## src/mer_pkg.sv

```systemverilog
// Shared types and constants for the midpoint ellipse rasterizer.
// Used by mer_cfg_regs, mer_ctrl, mer_datapath and the top level; depends on nothing.
`timescale 1ns / 1ps
`default_nettype none

package mer_pkg;

    localparam int RADIUS_BITS   = 10;
    localparam int COORD_BITS    = 12;
    localparam int CFG_DATA_BITS = (COORD_BITS > RADIUS_BITS) ? COORD_BITS : RADIUS_BITS;
    localparam int CFG_IDX_BITS  = 2;

    localparam int X_BITS   = RADIUS_BITS + 1;
    localparam int Y_BITS   = RADIUS_BITS + 2;
    localparam int SQ_BITS  = 2 * RADIUS_BITS;
    localparam int TX_BITS  = X_BITS + 1;
    localparam int TX2_BITS = 2 * TX_BITS;
    localparam int Y2_BITS  = 2 * Y_BITS;
    localparam int RR_BITS  = 2 * SQ_BITS;
    localparam int PA_BITS  = SQ_BITS + TX2_BITS;
    localparam int PB_BITS  = SQ_BITS + Y2_BITS;
    localparam int DEC_BITS = 48;
    localparam int PIX_BITS = 14;

    localparam logic [COORD_BITS-1:0]  CENTER_X_RESET = COORD_BITS'(400);
    localparam logic [COORD_BITS-1:0]  CENTER_Y_RESET = COORD_BITS'(400);
    localparam logic [RADIUS_BITS-1:0] RADIUS_X_RESET = RADIUS_BITS'(250);
    localparam logic [RADIUS_BITS-1:0] RADIUS_Y_RESET = RADIUS_BITS'(180);

    localparam logic [CFG_IDX_BITS-1:0] REG_CENTER_X = 2'd0;
    localparam logic [CFG_IDX_BITS-1:0] REG_CENTER_Y = 2'd1;
    localparam logic [CFG_IDX_BITS-1:0] REG_RADIUS_X = 2'd2;
    localparam logic [CFG_IDX_BITS-1:0] REG_RADIUS_Y = 2'd3;

    typedef struct packed {
        logic [COORD_BITS-1:0]  center_x;
        logic [COORD_BITS-1:0]  center_y;
        logic [RADIUS_BITS-1:0] radius_x;
        logic [RADIUS_BITS-1:0] radius_y;
    } cfg_t;

    typedef enum logic [2:0] {
        ST_IDLE,
        ST_SQUARE,
        ST_MULT,
        ST_UPDATE,
        ST_SQUARE2,
        ST_MULT2,
        ST_SWITCH,
        ST_DONE
    } state_t;

    typedef struct packed {
        logic load;
        logic square;
        logic mult;
        logic update;
        logic square2;
        logic mult2;
        logic switch_dec;
        logic commit;
    } cmd_t;

    typedef struct packed {
        logic short_item;
        logic need_switch;
        logic out_free;
    } stat_t;

endpackage

`default_nettype wire

```

## src/mer_ctrl.sv

```systemverilog
// Sequencer for one word: squares, products, decision update, optional region switch.
// Depends on mer_pkg; drives mer_datapath through cmd_t and reads stat_t.
`timescale 1ns / 1ps
`default_nettype none

module mer_ctrl
    import mer_pkg::*;
(
    input  wire logic  clk,
    input  wire logic  rst_n,
    input  wire logic  item_valid,
    output logic       item_ready,
    input  wire stat_t stat,
    output cmd_t       cmd
);

    state_t state_reg;
    state_t state_next;

    always_ff @(posedge clk or negedge rst_n)
    begin
        if (!rst_n)
        begin
            state_reg <= ST_IDLE;
        end
        else
        begin
            state_reg <= state_next;
        end
    end

    always_comb
    begin
        state_next = state_reg;
        cmd        = '0;
        item_ready = 1'b0;
        unique case (state_reg)
            ST_IDLE:
            begin
                item_ready = 1'b1;
                if (item_valid)
                begin
                    cmd.load   = 1'b1;
                    state_next = stat.short_item ? ST_DONE : ST_SQUARE;
                end
            end
            ST_SQUARE:
            begin
                cmd.square = 1'b1;
                state_next = ST_MULT;
            end
            ST_MULT:
            begin
                cmd.mult   = 1'b1;
                state_next = ST_UPDATE;
            end
            ST_UPDATE:
            begin
                cmd.update = 1'b1;
                state_next = stat.need_switch ? ST_SQUARE2 : ST_DONE;
            end
            ST_SQUARE2:
            begin
                cmd.square2 = 1'b1;
                state_next  = ST_MULT2;
            end
            ST_MULT2:
            begin
                cmd.mult2  = 1'b1;
                state_next = ST_SWITCH;
            end
            ST_SWITCH:
            begin
                cmd.switch_dec = 1'b1;
                state_next     = ST_DONE;
            end
            ST_DONE:
            begin
                // hold until the output register can take the word
                cmd.commit = stat.out_free;
                if (stat.out_free)
                begin
                    state_next = ST_IDLE;
                end
            end
            default:
            begin
                state_next = ST_IDLE;
            end
        endcase
    end

endmodule

`default_nettype wire

```

## config.mk

```make
export PLATFORM = sky130hd
export DESIGN_NAME = mer_ctrl
export DESIGN_NICKNAME = d
export VERILOG_FILES = /design/src/mer_pkg.sv /design/src/mer_ctrl.sv
export SDC_FILE = /design/constraint.sdc
export NUM_CORES = 1
export LEC_CHECK = 0
export ABC_AREA = 1
export ABC_CLOCK_PERIOD_IN_PS = 2900
export BUFFER_PORTS_ARGS = -buffer_cell sky130_fd_sc_hd__buf_2
export CORE_AREA = 3 3 40 42
export CTS_BUF_LIST = sky130_fd_sc_hd__clkbuf_2
export DETAILED_ROUTE_END_ITERATION = 6
export DIE_AREA = 0 0 43 45
export SYNTH_ARGS = -nofsm -noshare
export SYNTH_HDL_FRONTEND = slang
export SYNTH_SLANG_ARGS = --single-unit
```

## constraint.sdc

```tcl
create_clock -name clk -period 2.9 [get_ports clk]
set_input_delay 0.145 -clock clk [delete_from_list [all_inputs] [get_ports clk]]
set_output_delay 0.145 -clock clk [all_outputs]
set_load 0.01 [all_outputs]
```

==> flow_metrics.env <==
export IMPL_tritoncts="yes"
export IMPL_die_area_mm2=0.00194
export IMPL_hpwl_um=484
export IMPL_cts_num_sinks=3
export IMPL_cts_buffers=3
export IMPL_htreeDepth=1
export IMPL_syn_num_nets=49
export IMPL_total_power_w=0.000377
export IMPL_postCtsSetupBuffers=0
export IMPL_seq_area_frac_synth=0.300
export IMPL_area_delta_synth_final_pct=43.0
export IMPL_path_clk_slew_ns=0.04
export IMPL_num_nets_final=68
export IMPL_period_share=0.441
export IMPL_io_pins=15
export IMPL_first_pass_iters=4
export IMPL_grt_overflow=0
export IMPL_max_freq_ghz=0.782
export IMPL_wl_per_cell_um=7.67
export IMPL_drv_cap=0
export IMPL_fin_crit_ns=1.28
export IMPL_crit_path_end_kind="output port"
export IMPL_peakVddDrop_mv=0.262
export IMPL_drt_iter0_markers=3
export IMPL_core_area_mm2=0.00128
export IMPL_status="finished clean"
export IMPL_dieHeight_um=45
export IMPL_clock_latency_ns=0.20
export IMPL_max_stage_delay_ns=0.45
export IMPL_fin_ws_ns=1.62
export IMPL_crit_path_top_delay_cell="dfrtp_1"
export IMPL_grt_first_pass_wirelength_mm=1.06
export IMPL_crit_type="register to output port"
export IMPL_fp_row_count=13
export IMPL_die_w_um=43
export IMPL_vias=298
export IMPL_grt_pass1_vias=280
export IMPL_antenna_found_initial=0
export IMPL_port_buffers=14
export IMPL_finalSetupViolations=0
export IMPL_drv_slew=0
export IMPL_ant_nets=0
export IMPL_cts_root_buf="clkbuf_2"
export IMPL_fillers=160
export IMPL_start_kind="register"
export IMPL_grt_setup_unrepaired="false"
export IMPL_syn_inst=43
export IMPL_p_leak_nw=0.245
export IMPL_pre_cts_slack_ns=1.84
export IMPL_grt_use_total=0.0751
export IMPL_yosysWarningCount=0
export IMPL_wl_um=583
export IMPL_hold_viol=0
export IMPL_p_per_area_mw_per_mm2=1050
export IMPL_tightestPinTransition_ns=0.235
export IMPL_syn_mean_instance_area_um2=5.82
export IMPL_start_util=0.195
export IMPL_drc=0
export IMPL_path_max_fanout=8
export IMPL_place_congestion=0.742
export IMPL_antenna_cells=0
export IMPL_clock_path_buffers=2
export IMPL_final_cell_count_no_fill=76
export IMPL_drive_above_1_share=0.361
export IMPL_grt_max_degree=11
export IMPL_relSlewSlack=0.843
export IMPL_netlist_area_um2=250
export IMPL_skew_ns=0.000732
export IMPL_arrival_ns=1.13
export IMPL_largest_register_ffs=3
export IMPL_numPlacedInstances=71
export IMPL_hold_path_class="input pin to async pin"
export IMPL_finalSetupTns_ns=0
export IMPL_ys_types=13
export IMPL_whs_ns=0.267
export IMPL_synth_seq_cells=3
export IMPL_crit_chain="nor2_2 > nand2_1 > nor2_1 > buf_2"
export IMPL_post_drt_via_cell_ratio=3.92
export IMPL_cp_required_ns=2.76
==> layer usage <==
layer | GRT usage | vias up | routed length [um]
met2 | 0.105 | 10 | 263
met4 | 0.0723 | 0 | 0
li1 | - | 166 | -
met3 | 0.0319 | 0 | 47
met1 | 0.0850 | 122 | 272
met5 | 0 | - | 0
==> cells in the final DEF (no fill, tap or decap) <==
master and count:
o21ai_1 1, buf_2 14, nand4_1 1, nor2_2 1, dlygate4sd3_1 1, clkbuf_2 4, inv_2 3, nor2_1 4
clkinv_1 1, a31o_1 1, dfrtp_1 3, nand3_1 2, nand2_1 16, inv_1 6, nor3_1 3
==> synth_stat cells <==
cell	number	area, um2
a31o_1	1	8.76
buf_6	1	11.3
clkinv_1	1	3.75
dfrtp_1	3	75.1
inv_1	6	22.5
inv_2	3	11.3
nand2_1	16	60.1
nand3_1	2	10.0
nand4_1	1	6.26
nor2_1	4	15.0
nor2_2	1	6.26
nor3_1	3	15.0
o21ai_1	1	5.00
==> area by class of cell <==
cell class,instances,area [um2],share of cell area
clock buffer,4,20.0,0.0559
inverter,10,37.5,0.105
multi-input combinational,29,126,0.353
sequential,3,75.1,0.210
tap,15,18.8,0.0524
timing repair buffer,15,80.1,0.224
==> cell families after synthesis <==
group,Yosys count,share of synthesized area
simple gates,27,0.450
buf+inv,11,0.195
flops,3,0.300
compound gates,2,0.0550
==> report_power, final <==
group,switching [W],internal (W)
combinational,0.000135,0.0000857
clock,0.0000209,0.0000364
sequential,0.0000342,0.0000649
total,0.000190,0.000187
==> critical path, delay by kind of cell, from the launching register on <==
family	cells	cell delay [ns]
AND/OR/NAND/NOR	3	0.36
flip-flops	1	0.45
buffers and inverters	1	0.13
==> through the flow <==
step	instance area [um2]	utilization
2_1_floorplan	250	-
6_report	358	0.278
3_5_place_dp	328	0.255
3_3_place_gp	328	0.255
4_1_cts	358	0.278
5_1_grt	358	0.278
==> worst paths after layout <==
path | slack (ns) | startpoint | endpoint | depth (start not counted)
worst max-delay path | 1.62 | state_reg[0] | cmd[7] | 4
worst min register to register | 0.67 | state_reg[2] | state_reg[1] | 2
max in group asynchronous | 2.53 | rst_n | state_reg[1] | 2
worst max register to register | 1.84 | state_reg[0] | state_reg[1] | 6
worst min-delay path | 0.27 | rst_n | state_reg[2] | 2
min in group clk | 0.27 | stat[0] | state_reg[2] | 3
==> what timing repair did <==
action	in CTS	in global routing
gates resized for setup	0	0
endpoints found under the hold margin	3	0
hold buffers	1	0
(Power assumes the default switching activity.)
