**config.mk**
```make
export PLATFORM = sky130hd
export DESIGN_NAME = mer_cfg_regs
export DESIGN_NICKNAME = d
export VERILOG_FILES = /design/src/mer_pkg.sv /design/src/mer_cfg_regs.sv
export SDC_FILE = /design/constraint.sdc
export NUM_CORES = 1
export LEC_CHECK = 0
export ABC_AREA = 1
export BUFFER_PORTS_ARGS = -buffer_cell sky130_fd_sc_hd__buf_4
export CAP_MARGIN = 20
export CORE_UTILIZATION = 45
export CTS_BUF_LIST = sky130_fd_sc_hd__clkbuf_16
export CTS_CLUSTER_DIAMETER = 60
export CTS_CLUSTER_SIZE = 10
export DETAILED_ROUTE_END_ITERATION = 8
export GPL_ROUTABILITY_DRIVEN = 1
export PLACE_DENSITY = 0.72
export SLEW_MARGIN = 20
export SYNTH_ARGS = -nofsm -noshare
export SYNTH_HDL_FRONTEND = slang
export SYNTH_SLANG_ARGS = --single-unit
```
**constraint.sdc**
```tcl
create_clock -name clk -period 1.4 [get_ports clk]
set_clock_uncertainty 0.05 [all_clocks]
set_input_delay 0.07 -clock clk [delete_from_list [all_inputs] [get_ports clk]]
set_output_delay 0.07 -clock clk [all_outputs]
set_load 0.01 [all_outputs]
```
**src/mer_pkg.sv**
```systemverilog
// Shared types and constants for the midpoint ellipse rasterizer.
// Used by mer_cfg_regs, mer_ctrl, mer_datapath and the top level; depends on nothing.
`timescale 1ns / 1ps
`default_nettype none

package mer_pkg;

    localparam int RADIUS_BITS   = 10;
    localparam int COORD_BITS    = 12;
    localparam int CFG_DATA_BITS = (COORD_BITS > RADIUS_BITS) ? COORD_BITS : RADIUS_BITS;
    localparam int CFG_IDX_BITS  = 2;

    localparam int X_BITS   = RADIUS_BITS + 1;
    localparam int Y_BITS   = RADIUS_BITS + 2;
    localparam int SQ_BITS  = 2 * RADIUS_BITS;
    localparam int TX_BITS  = X_BITS + 1;
    localparam int TX2_BITS = 2 * TX_BITS;
    localparam int Y2_BITS  = 2 * Y_BITS;
    localparam int RR_BITS  = 2 * SQ_BITS;
    localparam int PA_BITS  = SQ_BITS + TX2_BITS;
    localparam int PB_BITS  = SQ_BITS + Y2_BITS;
    localparam int DEC_BITS = 48;
    localparam int PIX_BITS = 14;

    localparam logic [COORD_BITS-1:0]  CENTER_X_RESET = COORD_BITS'(400);
    localparam logic [COORD_BITS-1:0]  CENTER_Y_RESET = COORD_BITS'(400);
    localparam logic [RADIUS_BITS-1:0] RADIUS_X_RESET = RADIUS_BITS'(250);
    localparam logic [RADIUS_BITS-1:0] RADIUS_Y_RESET = RADIUS_BITS'(180);

    localparam logic [CFG_IDX_BITS-1:0] REG_CENTER_X = 2'd0;
    localparam logic [CFG_IDX_BITS-1:0] REG_CENTER_Y = 2'd1;
    localparam logic [CFG_IDX_BITS-1:0] REG_RADIUS_X = 2'd2;
    localparam logic [CFG_IDX_BITS-1:0] REG_RADIUS_Y = 2'd3;

    typedef struct packed {
        logic [COORD_BITS-1:0]  center_x;
        logic [COORD_BITS-1:0]  center_y;
        logic [RADIUS_BITS-1:0] radius_x;
        logic [RADIUS_BITS-1:0] radius_y;
    } cfg_t;

    typedef enum logic [2:0] {
        ST_IDLE,
        ST_SQUARE,
        ST_MULT,
        ST_UPDATE,
        ST_SQUARE2,
        ST_MULT2,
        ST_SWITCH,
        ST_DONE
    } state_t;

    typedef struct packed {
        logic load;
        logic square;
        logic mult;
        logic update;
        logic square2;
        logic mult2;
        logic switch_dec;
        logic commit;
    } cmd_t;

    typedef struct packed {
        logic short_item;
        logic need_switch;
        logic out_free;
    } stat_t;

endpackage

`default_nettype wire

```
**src/mer_cfg_regs.sv**
```systemverilog
// Configuration register bank: center and radii, written through a plain write port.
// Depends on mer_pkg.
`timescale 1ns / 1ps
`default_nettype none

module mer_cfg_regs
    import mer_pkg::*;
(
    input  wire logic                     clk,
    input  wire logic                     rst_n,
    input  wire logic                     cfg_we,
    input  wire logic [CFG_IDX_BITS-1:0]  cfg_index,
    input  wire logic [CFG_DATA_BITS-1:0] cfg_data,
    output cfg_t                          cfg
);

    cfg_t cfg_reg;
    cfg_t cfg_next;

    always_comb
    begin
        cfg_next = cfg_reg;
        if (cfg_we)
        begin
            unique case (cfg_index)
                REG_CENTER_X: cfg_next.center_x = cfg_data[COORD_BITS-1:0];
                REG_CENTER_Y: cfg_next.center_y = cfg_data[COORD_BITS-1:0];
                REG_RADIUS_X: cfg_next.radius_x = cfg_data[RADIUS_BITS-1:0];
                REG_RADIUS_Y: cfg_next.radius_y = cfg_data[RADIUS_BITS-1:0];
                default:      cfg_next = cfg_reg;
            endcase
        end
    end

    always_ff @(posedge clk or negedge rst_n)
    begin
        if (!rst_n)
        begin
            cfg_reg.center_x <= CENTER_X_RESET;
            cfg_reg.center_y <= CENTER_Y_RESET;
            cfg_reg.radius_x <= RADIUS_X_RESET;
            cfg_reg.radius_y <= RADIUS_Y_RESET;
        end
        else
        begin
            cfg_reg <= cfg_next;
        end
    end

    assign cfg = cfg_reg;

endmodule

`default_nettype wire

```
==> out/results.ini, run 1 <==
[outcome]
status = finished, final reports clean

[clock_network]
clock-sinks = 44
cts_setup_buffers = 0
clkTransAtPathRegs_ps = 60
cts_hold_repair.buffers = 3
h-tree-depth = 2
numCtsBuffers = 5
cts-root-buf = clkbuf_16
cts_buffer_depth = 2
cts_resized = 0
clk_latency_ps = 280
cts_tree = built

[routing]
finalWirelength_mm = 4.37
dr.pass1.iters = 4
vias = 1599
ant_nets = 0
drc = 0
wl_per_cell_um = 14.1
drt_iter0_drc = 118
via_per_inst = 5.17

[critical_path]
critPathBufInv = 1
slowest_stage = dfstp_2
max_stage_delay_ps = 540
cp_data_arrival_time_ps = 930
path_max_fanout = 2
cp-start-kind = flip-flop
r2r_cells = 2
crit_family = flip-flops
crit_chain = buf_4
endpoint_kind = primary output
cp.required_ps = 1280
crit_end = cfg[36]
r2r_slack_ps = 630
cp_num_cells = 1
critPathKind = flip-flop to primary output
timing.rr.end = cfg[27]
crit_start = cfg[36]
reg2reg_from = cfg[27]

[sta]
setup_ws_ps = 351
setup_violations = 0
tightest_slew_ps = 534
rsz0062_at_grt = no
fin_crit_ps = 1050
whs_ps = 5.38
finalCritPeriodShare = 0.749
tns_ps = 0
slew-limit-headroom = 0.644
maxSlewViolCount = 0
hold_viol = 0
clock.fmax_mhz = 953

[power]
power.leakage_nw = 1.31
power_density_nw_per_um2 = 1410
combPwrFrac = 0.221
p_int_mw = 2.55
peakVddDrop_mv = 0.653
swShare = 0.272
p_clk_frac = 0.309
switching_power_mw = 0.951
seqPwrFrac = 0.471

[global_routing]
grt_pass1_vias = 1414
antenna_found_initial = 0
grt_pass1_wl_mm = 7.03
grt_max_degree = 45
overflow = 0
grt_usage = 0.225

[final_layout]
largest_reg_flops = 44
synthToLayoutAreaGrowth_pct = 33.2
nFillCells = 374
nets = 275
final_cells = 309
antenna_cells = 0
drive_gt1_frac = 0.347

[synthesis]
synth.distinct_cells = 12
synth_top_area_share = 0.377
yosys_warnings = 0
seq_area_frac_synth = 0.603
synth.net_count = 216
syn_inst = 199
synth_top_area_cell = dfrtp_1
ys_top_cells_by_area = dfrtp_1 38%, dfstp_2 23%, nand2_1 18%, nand4_1 11%, nand3_1 3.5%
postSynthAreaPerCell_um2 = 9.34
syn_area_um2 = 1860
ys_ff_latch = 44

[floorplanning]
fp-row-count = 23
die-area_um2 = 4390
ioPinCount = 61
coreArea_um2 = 3970
initial_core_util = 0.468
fp.dieH_um = 66.3
fp.dieW_um = 66.3

[place]
dp_cells = 298
place_hpwl_mm = 3.00
port_buffers = 60
gp_congestion = 0.740
place_ws_ps = 314

[flow_run]
cap_violations = 0

[min_path]
hold_class = input port to flip-flop

==> area by class of cell <==
type / count / area, um2 / share of cell area
sequential: 44 / 1120 / 0.453
multi-input combinational: 137 / 631 / 0.255
timing repair buffer: 68 / 518 / 0.209
clock buffer: 5 / 125 / 0.0505
tap: 50 / 62.6 / 0.0253
clock inverter: 3 / 11.3 / 0.00455
inverter: 2 / 7.51 / 0.00303
==> layer usage <==
layer,GRT usage,vias up,part of all wire
met5,0,-,0
met2,0.307,59,0.45
met3,0.0741,7,0.073
met4,0.0851,0,0.016
met1,0.328,748,0.46
li1,-,785,-
==> cell usage after synthesis <==
cell      n
nand3_2   2
nand2_1  89
buf_4     3
buf_2    11
dfstp_2  16
inv_2     1
inv_1     1
dfrtp_1  28
nand3_1  13
nor2_4    1
nand4_1  32
buf_6     2
==> per-stage QoR <==
step / total power [mW] / utilization / instance area, um2
floorplan: 2.00 / - / 1860
global placement: 2.42 / 0.582 / 2310
detailed placement: 2.44 / 0.582 / 2310
CTS: 3.53 / 0.624 / 2480
global route: 3.69 / 0.624 / 2480
finish: 3.50 / 0.624 / 2480
==> logic make-up after synthesis <==
family        Yosys count  share of synthesized area
flops                  44                      0.603
simple gates          137                      0.339
buf+inv                18                     0.0579
==> layout by cell type, fill, tap and decap left out <==
cell	netlist	final
inv_1	1	3
nand4_1	32	32
dfstp_2	16	16
clkbuf_16	0	5
buf_4	3	65
inv_2	1	1
nand2_1	89	89
nand3_1	13	13
nand3_2	2	2
nor2_4	1	1
dfrtp_1	28	28
dlygate4sd3_1	0	3
clkinv_1	0	1
==> how the worst min path moves through the flow <==
| stage | to | slack [ps] | depth (start not counted) | from |
|---|---|---|---|---|
| 6_report | cfg[36] | 5 | 3 | cfg_data[4] |
| 5_1_grt | cfg[17] | 10 | 3 | cfg_data[7] |
| 4_1_cts | cfg[36] | 5 | 3 | cfg_data[4] |
| 3_5_place_dp | cfg[12] | 40 | 1 | rst_n |
| 3_3_place_gp | cfg[12] | 40 | 1 | rst_n |
| 2_1_floorplan | cfg[0] | -280 | 0 | rst_n |
==> power groups by stage <==
stage | clock (mW) | sequential (mW) | combinational [mW]
after floorplan | 0 | 1.75 | 0.242
after global placement | 0 | 1.66 | 0.756
after detailed placement | 0 | 1.66 | 0.774
after CTS | 1.10 | 1.65 | 0.782
after global routing | 1.16 | 1.67 | 0.861
final | 1.08 | 1.65 | 0.771
(Power assumes the default switching activity.)
==> inputs of run 2 (changes only) <==
clock period = 1.1 ns   (was 1.4 ns; I/O delays follow)
==> run 2 against run 1 <==
Effect of this change:
- routed wire length increased by 4.1%
- final cell count increased by 3.2%
- power increased by 37%
- core utilization increased by 3.0 points
- die area unchanged
- critical path depth unchanged
- global-route usage increased by 1.6 points
- worst setup slack got worse by 300 ps
- clock power increased by 55%
==> out/results.ini, run 2 (same netlist as run 1, synthesis figures left out) <==
[outcome]
status = finished, final reports clean

[critical_path]
cp.required_ps = 1000
endpoint_kind = primary output
max_stage_delay_ps = 540
cp-start-kind = flip-flop
slowest_stage = dfstp_2
crit_chain = buf_4
path_max_fanout = 2
critPathKind = flip-flop to primary output
cp_data_arrival_time_ps = 950
critPathBufInv = 1
reg2reg_from = cfg[36]
crit_family = flip-flops
crit_start = cfg[36]

[power]
power.total_mw = 4.78
seqPwrFrac = 0.438
power.leakage_nw = 1.37
swShare = 0.266
p_int_mw = 3.51
peakVddDrop_mv = 1.51
switching_power_mw = 1.27
combPwrFrac = 0.212
p_clk_frac = 0.350
power_density_nw_per_um2 = 1840

[final_layout]
layout_commonest_cell = nand2_1
drive_gt1_frac = 0.353
nFillCells = 369
final_cell_area_um2 = 2600
nets = 285
final_cells = 319
antenna_cells = 0
final_core_util = 0.654
seq_area_um2 = 1120
layout_common_cells = 89 x nand2_1, 68 x buf_4, 32 x nand4_1
largest_reg_flops = 44
multiInputGateArea_um2 = 631
synthToLayoutAreaGrowth_pct = 39.6

[floorplanning]
coreArea_um2 = 3970
initial_core_util = 0.468
fp.dieW_um = 66.3
die-area_um2 = 4390
fp-row-count = 23
ioPinCount = 61
fp.dieH_um = 66.3

[place]
port_buffers = 60
dp_cells = 301
gp_congestion = 0.783
place_area_um2 = 2330
place_hpwl_mm = 3.08
place_ws_ps = 135

[clock_network]
clk_latency_ps = 290
clock-sinks = 44
clkTransAtPathRegs_ps = 60
cts_resized = 0
cts-root-buf = clkbuf_16
cts_buffer_depth = 2
h-tree-depth = 2
cts_tree = built
cts_hold_repair.buffers = 10
cts_setup_buffers = 0
numCtsBuffers = 5

[sta]
whs_ps = 6.01
setup_ws_ps = 49.0
clock.fmax_mhz = 951
tns_ps = 0
tightest_slew_ps = 529
slew-limit-headroom = 0.647
rsz0062_at_grt = no
hold_viol = 0
setup_violations = 0
maxSlewViolCount = 0
fin_crit_ps = 1050
finalCritPeriodShare = 0.955

[global_routing]
antenna_found_initial = 0
overflow = 0
grt_pass1_wl_mm = 7.53
grt_pass1_vias = 1577
grt_usage = 0.241
grt_max_degree = 45

[routing]
drc = 0
vias = 1624
wl_per_cell_um = 14.3
finalWirelength_mm = 4.55
dr.pass1.iters = 4
ant_nets = 0
drt_iter0_drc = 80
via_per_inst = 5.09

[flow_run]
cap_violations = 0

[min_path]
hp-start = cfg_data[1]
hold_class = input port to flip-flop

-- run 2: changes by cell type in the layout (fill, tap and decap cells not counted), sizes merged --
cell	previous run	this run
buf	65	68
bufinv	0	1
dlygate4sd3	3	10
inv	4	3
-- run 2: layer usage --
layer  part of all wire  up-vias  global-route usage
li1                   -      805                   -
met1               0.44      754               0.307
met2               0.46       61               0.390
met3              0.083        4              0.0431
met4              0.011        0               0.122
met5                  0        -                   0
-- run 2: power by group through the flow --
| stage | registers (mW) | clock network, mW | logic (mW) |
|---|---|---|---|
| 3_5_place_dp | 2.12 | 0 | 0.996 |
| 5_1_grt | 2.13 | 1.74 | 1.13 |
| 2_1_floorplan | 2.23 | 0 | 0.309 |
| 3_3_place_gp | 2.12 | 0 | 0.971 |
| 6_report | 2.09 | 1.67 | 1.01 |
| 4_1_cts | 2.10 | 1.68 | 1.03 |
-- run 2: layout make-up --
type	count	share of cell area
sequential	44	0.432
multi-input combinational	137	0.243
timing repair buffer	78	0.235
clock buffer	5	0.0482
tap	50	0.0241
clock inverter	3	0.0149
inverter	2	0.00289
-- run 2: worst paths after layout --
path                       cells after the start  endpoint  slack, ps
max                                            1   cfg[36]         50
min                                            3   cfg[33]          6
max reg2reg                                    2   cfg[36]        330
min reg2reg                                    2   cfg[24]        410
max in group asynchronous                      2   cfg[11]        380
min in group asynchronous                      2   cfg[18]        250
==> inputs of run 3 (changes only) <==
CORE_UTILIZATION = 49   (was 45)
PLACE_DENSITY = 0.79   (was 0.72)
==> run 3 against run 2 <==
Effect of this change:
- design area decreased by 0.48%
- die area decreased by 7.9%
- routed wire length unchanged
- critical path type unchanged
- sequential power about the same
- power decreased by 0.75%
- worst setup slack improved by 3.2 ps
- clock power decreased by 2%
- via count increased by 1.7%
==> out/results.ini, run 3 (same netlist as run 1, synthesis figures left out) <==
[power]
peakVddDrop_mv = 1.02
p_clk_frac = 0.344
power.leakage_nw = 1.36
swShare = 0.261
seqPwrFrac = 0.442
p_int_mw = 3.50
combPwrFrac = 0.213
power.total_mw = 4.74
switching_power_mw = 1.24
power_density_nw_per_um2 = 1840

[final_layout]
nFillCells = 286
largest_reg_flops = 44
synthToLayoutAreaGrowth_pct = 39.0
antenna_cells = 0
multiInputGateArea_um2 = 631
final_cell_area_um2 = 2580
layout_common_cells = 89 x nand2_1, 68 x buf_4, 32 x nand4_1
nets = 284
layout_commonest_cell = nand2_1
final_core_util = 0.706
seq_area_um2 = 1120
final_cells = 316
drive_gt1_frac = 0.354

[routing]
wl_per_cell_um = 14.4
finalWirelength_mm = 4.55
drt_iter0_drc = 118
dr.pass1.iters = 4
ant_nets = 0
drc = 0
via_per_inst = 5.23
vias = 1652

[place]
place_hpwl_mm = 3.05
port_buffers = 60
gp_congestion = 0.816
place_area_um2 = 2330
dp_cells = 299

[critical_path]
endpoint_kind = primary output
cp.required_ps = 1000
crit_start = cfg[36]
crit_chain = buf_4
critPathKind = flip-flop to primary output
reg2reg_from = cfg[36]
max_stage_delay_ps = 540
path_max_fanout = 2
slowest_stage = dfstp_2
cp-start-kind = flip-flop
cp_data_arrival_time_ps = 940
critPathBufInv = 1
crit_family = flip-flops

[floorplanning]
initial_core_util = 0.508
fp.dieH_um = 63.6
ioPinCount = 61
coreArea_um2 = 3660
fp-row-count = 22
die-area_um2 = 4040
fp.dieW_um = 63.6

[min_path]
hp-start = cfg_data[8]
hold_class = input port to flip-flop

[outcome]
status = finished, final reports clean

[global_routing]
grt_pass1_wl_mm = 7.39
overflow = 0
antenna_found_initial = 0
grt_max_degree = 45
grt_pass1_vias = 1473
grt_usage = 0.250

[sta]
slew-limit-headroom = 0.647
setup_violations = 0
fin_crit_ps = 1050
tns_ps = 0
tightest_slew_ps = 530
finalCritPeriodShare = 0.953
clock.fmax_mhz = 954
rsz0062_at_grt = no
maxSlewViolCount = 0
hold_viol = 0

[clock_network]
cts-root-buf = clkbuf_16
clock-sinks = 44
clkTransAtPathRegs_ps = 60
h-tree-depth = 2
clk_latency_ps = 280
cts_setup_buffers = 0
numCtsBuffers = 5
cts_buffer_depth = 2
cts_tree = built

[flow_run]
cap_violations = 0

run 3: changes by cell type in the layout (fill, tap and decap cells not counted):
cell           previous run  this run
dlygate4sd3_1            10         9
run 3: layout make-up:
class                           instances  share of cell area
Sequential cell                        44               0.434
Clock inverter                          3              0.0150
Timing Repair Buffer                   77               0.232
Clock buffer                            5              0.0484
Multi-Input combinational cell        137               0.244
Inverter                                2             0.00291
Tap cell                               48              0.0232
run 3: metal layers:
layer	wire length, um	track usage	share of wire
met5	0	0	0
met4	86	0.0881	0.019
met3	328	0.0616	0.072
met2	2140	0.364	0.47
met1	1990	0.360	0.44
run 3: timing repair:
item,CTS,global route
gates resized for setup,0,0
hold buffers,9,0
hold endpoints to repair,43,0
run 3: final timing paths:
check,end,depth (start not counted),slack [ps]
worst max-delay path,cfg[36],1,50
worst min-delay path,cfg[40],3,1
worst max register to register,cfg[36],2,330
worst min register to register,cfg[40],2,410
max in group asynchronous,cfg[27],2,370
min in group asynchronous,cfg[1],2,250
run 3: per-stage QoR:
| step | hold WS, ps | setup WS (ps) |
|---|---|---|
| final | 1.33 | 52.1 |
| after detailed placement | 24.5 | 137 |
| after floorplan | -291 | 315 |
| after CTS | 2.29 | 44.0 |
| after global routing | 12.3 | 31.0 |
| after global placement | 19.1 | 181 |
run 3: power groups by stage:
stage          Combinational, mW  Clock, mW  Sequential (mW)
2_1_floorplan              0.309          0             2.23
3_3_place_gp               0.971          0             2.12
3_5_place_dp               0.988          0             2.12
4_1_cts                     1.02       1.66             2.10
5_1_grt                     1.11       1.74             2.13
6_report                    1.01       1.63             2.10
